`src/design/gbs_pkg.sv`:
```
package gbs_pkg;

    localparam int MAX_KEPT   = 64;
    localparam int KEPT_AW    = $clog2(MAX_KEPT);
    localparam int KEPT_CW    = $clog2(MAX_KEPT + 1);
    localparam int MAX_BOXES  = 4096;
    localparam int INDEX_W    = 12;
    localparam int AREA_W     = 30;
    localparam int UNION_W    = AREA_W + 1;
    localparam int THR_W      = 16;
    localparam int PROD_W     = UNION_W + THR_W;

    localparam logic [INDEX_W-1:0] INDEX_LIMIT =
        INDEX_W'(((MAX_BOXES - 1) < 4095) ? (MAX_BOXES - 1) : 4095);
    localparam logic [KEPT_CW-1:0] KEPT_FULL = KEPT_CW'(MAX_KEPT);
    localparam logic [THR_W-1:0]   THR_RESET = 16'd9830;

    typedef struct packed {
        logic signed [15:0] x;
        logic signed [15:0] y;
        logic        [14:0] w;
        logic        [14:0] h;
    } box_t;

    typedef struct packed {
        box_t              box;
        logic [AREA_W-1:0] area;
    } kept_t;

    // status back from the compare pipeline
    typedef struct packed {
        logic busy;
        logic hit;
    } iou_stat_t;

endpackage

```
`src/design/gbs_iou_unit.sv`:
```
module gbs_iou_unit
    import gbs_pkg::*;
(
    input  logic              clk,
    input  logic              rst_n,
    input  box_t              box_a,
    input  logic [AREA_W-1:0] area_a,
    input  logic [THR_W-1:0]  thr,
    input  logic              in_valid,
    input  kept_t             entry,
    output iou_stat_t         stat
);

    // stage 1: overlap extents
    logic signed [17:0] a_x0, a_x1, a_y0, a_y1, b_x0, b_x1, b_y0, b_y1;
    logic signed [17:0] lo_x, hi_x, lo_y, hi_y, dx, dy;
    logic [14:0]        iw_next, ih_next;
    logic [14:0]        iw_reg, ih_reg;
    logic [AREA_W-1:0]  area_b1_reg;
    logic               v1_reg;

    // stage 2: intersection and area sum
    logic [AREA_W-1:0]  inter2_reg;
    logic [UNION_W-1:0] sum2_reg;
    logic               v2_reg;

    // stage 3: union
    logic [AREA_W-1:0]  inter3_reg;
    logic [UNION_W-1:0] union3_reg;
    logic               v3_reg;

    // stage 4: threshold times union
    logic [AREA_W-1:0]  inter4_reg;
    logic [PROD_W-1:0]  prod4_reg;
    logic               v4_reg;

    // stage 5: compare
    logic               hit5_reg;
    logic               v5_reg;

    always_comb
    begin
        a_x0 = 18'(box_a.x);
        a_y0 = 18'(box_a.y);
        a_x1 = a_x0 + $signed({3'b000, box_a.w});
        a_y1 = a_y0 + $signed({3'b000, box_a.h});
        b_x0 = 18'(entry.box.x);
        b_y0 = 18'(entry.box.y);
        b_x1 = b_x0 + $signed({3'b000, entry.box.w});
        b_y1 = b_y0 + $signed({3'b000, entry.box.h});
        lo_x = (a_x0 > b_x0) ? a_x0 : b_x0;
        hi_x = (a_x1 < b_x1) ? a_x1 : b_x1;
        lo_y = (a_y0 > b_y0) ? a_y0 : b_y0;
        hi_y = (a_y1 < b_y1) ? a_y1 : b_y1;
        dx   = hi_x - lo_x;
        dy   = hi_y - lo_y;
        // a positive extent never exceeds the narrower box, so 15 bits hold it
        iw_next = (dx > 18'sd0) ? dx[14:0] : 15'd0;
        ih_next = (dy > 18'sd0) ? dy[14:0] : 15'd0;
    end

    always_ff @(posedge clk)
    begin
        iw_reg      <= iw_next;
        ih_reg      <= ih_next;
        area_b1_reg <= entry.area;
        inter2_reg  <= iw_reg * ih_reg;
        sum2_reg    <= UNION_W'(area_a) + UNION_W'(area_b1_reg);
        inter3_reg  <= inter2_reg;
        union3_reg  <= sum2_reg - UNION_W'(inter2_reg);
        inter4_reg  <= inter3_reg;
        prod4_reg   <= PROD_W'(thr) * PROD_W'(union3_reg);
        hit5_reg    <= {1'b0, inter4_reg, 16'h0000} > prod4_reg;
    end

    always_ff @(posedge clk or negedge rst_n)
    begin
        if (!rst_n)
        begin
            v1_reg <= 1'b0;
            v2_reg <= 1'b0;
            v3_reg <= 1'b0;
            v4_reg <= 1'b0;
            v5_reg <= 1'b0;
        end
        else
        begin
            v1_reg <= in_valid;
            v2_reg <= v1_reg;
            v3_reg <= v2_reg;
            v4_reg <= v3_reg;
            v5_reg <= v4_reg;
        end
    end

    assign stat.busy = v1_reg | v2_reg | v3_reg | v4_reg | v5_reg;
    assign stat.hit  = v5_reg & hit5_reg;

endmodule

```
`config.mk`:
```
export PLATFORM = sky130hd
export DESIGN_NAME = gbs_iou_unit
export DESIGN_NICKNAME = d
export VERILOG_FILES = /design/src/design/gbs_pkg.sv /design/src/design/gbs_iou_unit.sv
export SDC_FILE = /design/constraint.sdc
export NUM_CORES = 2
export LEC_CHECK = 0
export BUFFER_PORTS_ARGS = -buffer_cell sky130_fd_sc_hd__buf_2
export CAP_MARGIN = 20
export CORE_UTILIZATION = 65
export CTS_BUF_LIST = sky130_fd_sc_hd__clkbuf_4
export DETAILED_ROUTE_END_ITERATION = 8
export HOLD_SLACK_MARGIN = 0.12
export PLACE_DENSITY_LB_ADDON = 0.08
export SLEW_MARGIN = 10
export SYNTH_ARGS = -nofsm -noshare
export SYNTH_HDL_FRONTEND = slang
export SYNTH_SLANG_ARGS = --single-unit
```
`constraint.sdc`:
```
create_clock -name clk -period 8.86 [get_ports clk]
set_clock_uncertainty 0.15 [all_clocks]
set_input_delay 0.886 -clock clk [delete_from_list [all_inputs] [get_ports clk]]
set_output_delay 0.886 -clock clk [all_outputs]
set_load 0.02 [all_outputs]
```
==> impl_metrics.yaml <==
worst_setup_path:
  start_kind: "register"
  cp_slowest_cell: "dfxtp_1"
  critPathMaxStageDelay_ns: 0.86
  cp_cell_sequence: "nand2_1 -> fa_1 -> inv_1 -> fa_1 -> inv_1 -> fa_1 -> inv_1 -> fa_1 -> inv_1 -> fa_1 -> inv_1 -> fa_1 -> ha_1 -> and4_1 -> a221o_1 -> a211o_1 -> a31o_2 -> o21ai_2 -> o211ai_2 -> o31ai_4 -> nor3_1 -> o41a_1 -> xor2_1"
  critPathMaxFanout: 16
  path_common_cell: "fa_1"
  arrival_ns: 7.76
  crit_type: "register to register"
  worstPathRequired_ns: 9.34
  cp-end-kind: "register"
synth:
  ys.flop_type: "dfxtp_1"
  syn-num-nets: 5425
  synth_edf_count: 0
  postSynthCellCount: 4184
  yosys.cell_types.count: 84
  ys_seq_area_frac: 0.1408
  synth_async_sr_flop_share: 0.01887
  syn_avg_cell_area_um2: 9.045
  synth_area_um2: 37840
  synth-seq-cells: 265
  yosysWarnings: 0
clock_tree:
  cts_made_buffers: 69
  ctsResizeCount: 0
  cts.clk_slew.worst_paths_ns: 0.08
  clock_latency_ns: 0.75
  h-tree-depth: 3
  cts_tree: "done"
  ctsHoldBuffers: 32
  cts_buffer_depth: 3
  cts.sinks: 265
  cts_root_buf: "clkbuf_4"
  post-cts-setup-buffer-count: 0
global_routing:
  antenna_found_initial: 3
  grt_max_degree: 32
  grt_overflow: 0
  grt_pass1_vias: 29510
  track_usage: 0.2970
  grt_pass1_wl_um: 142700
timing:
  period_needed_ns: 7.277
  rsz0062_at_grt: "false"
  worst_pin_slew_ns: 0.9444
  fin_tns_setup_ns: 0
  finalHoldViolations: 0
  fin_crit_sh: 0.8213
  relSlewSlack: 0.3689
  max_freq_ghz: 0.1374
  setup_viol: 0
  maxSlewViolCount: 0
place:
  routabilityCongestion: 0.8947
  dp.final_hpwl_um: 68510
  portBuffers: 204
floorplanning:
  io_pins: 205
  rows: 88
  die_h_um: 243.3
  design.die.area_um2: 59190
  core_area_um2: 57590
  die_w_um: 243.3
  start_util: 0.6572
routing:
  dr.pass1.iters: 6
  final_antenna_net_count: 0
  wl_um: 83750
  routed_via_density: 5.459
  wl_per_cell_um: 16.11
  vias: 28390
  drc: 0
  drt-initial-drc-count: 1565
cells_and_area:
  utilization: 0.7062
  nets: 5622
  area_growth_pct: 7.469
  largest_reg_flops: 47
  nFillCells: 4669
  layout-drive-gt1-share: 0.08617
run_status:
  status: "complete, no violations"
flow_run:
  maxCapViolCount: 0
hold_path:
  hold_path_class: "register to register"
[worst paths after layout]
path                                start        endpoint  slack [ns]  cells after the start
setup / recovery           union3_reg[12]   prod4_reg[44]        1.58                     23
hold / removal             inter3_reg[24]  inter4_reg[24]        0.14                      0
setup reg to reg           union3_reg[12]   prod4_reg[44]        1.58                     23
hold reg to reg            inter3_reg[24]  inter4_reg[24]        0.14                      0
max in group asynchronous           rst_n          v2_reg        8.08                      2
min in group asynchronous           rst_n          v5_reg        0.34                      2
[critical path, delay by kind of cell (launching register included)]
family,cells,cell delay (ns)
adder cells (fa/ha/maj),7,3.38
AO/OA/AOI/OAI,7,1.92
flip-flops,1,0.86
AND/OR/NAND/NOR,3,0.52
buffers and inverters,5,0.25
XOR/XNOR,1,0.14
[synth_stat cells (38+ instances only)]
master    number  area, µm²
dfxtp_1      260       5205
mux2i_1       52      520.5
xnor2_1      132       1156
a21oi_1      164      820.8
nand2_1      553       2076
clkbuf_1     118      442.9
o21ai_0      104      520.5
fa_1         579      11590
inv_1        734       2755
a21o_1       106      795.8
ha_1         459       5743
nand2b_1      38      237.7
xor2_1        64      560.5
nor2_1       133      499.2
and2_1       272       1702
[layout make-up]
class / count / area [µm²] / share of cell area
repair buffers: 250 / 1446 / 0.03556
diodes: 2 / 5.005 / 0.0001231
multi-input cells: 3061 / 29270 / 0.7198
well taps: 765 / 957.2 / 0.02354
inverters: 734 / 2755 / 0.06775
clock buffers: 90 / 675.6 / 0.01661
flip-flops and latches: 265 / 5330 / 0.1311
clock inverters: 33 / 226.5 / 0.005569
[placed cells by master, fill, tap and decap left out, types with 19 or more instances in the layout]
cell type,count
fa_1,579
nand3_1,37
dlygate4sd3_1,32
ha_1,459
a21o_1,106
mux2i_1,52
nor2_1,133
nor2b_1,31
xnor2_1,132
xor2_1,64
clkinv_1,19
inv_1,734
nand2_1,553
o21ai_0,104
o21bai_1,33
dfxtp_1,260
nand4_1,25
nand2b_1,38
o21a_1,23
buf_2,204
and2_1,272
a21oi_1,164
nor3_1,34
clkbuf_4,90
[metal layers]
metal | wire, µm | vias to the layer above | GRT usage
li1 | - | 13680 | -
met1 | 36250 | 13700 | 0.3903
met2 | 39660 | 857 | 0.5017
met3 | 5901 | 154 | 0.05453
met4 | 1940 | 0 | 0.08287
met5 | 0 | - | 0
[logic make-up (layout without fill, tap and decap cells)]
logic type,count (synthesis),count (layout),share of synthesized area
buffers and inverters,858,1107,0.08560
multiplexers,68,68,0.01891
AO/OA/AOI/OAI,573,573,0.1014
AND/OR/NAND/NOR,1184,1184,0.1492
other,0,2,0
XOR/XNOR,196,196,0.04536
flip-flops,265,265,0.1408
adder cells (fa/ha/maj),1040,1040,0.4587
[through the flow]
step	instance area [µm²]	cells	setup slack, ns	hold WS, ns
after floorplan	37840	4184	1.597	0.1596
after global placement	39440	5043	1.071	0.1599
after detailed placement	39440	5043	1.011	0.1621
after CTS	40660	5198	1.619	0.1338
after global routing	40670	5200	1.084	0.1496
final	40670	5200	1.583	0.1420
Power is not shown: default switching activity piles up to over one toggle a cycle in this logic, so the estimate is an artifact.
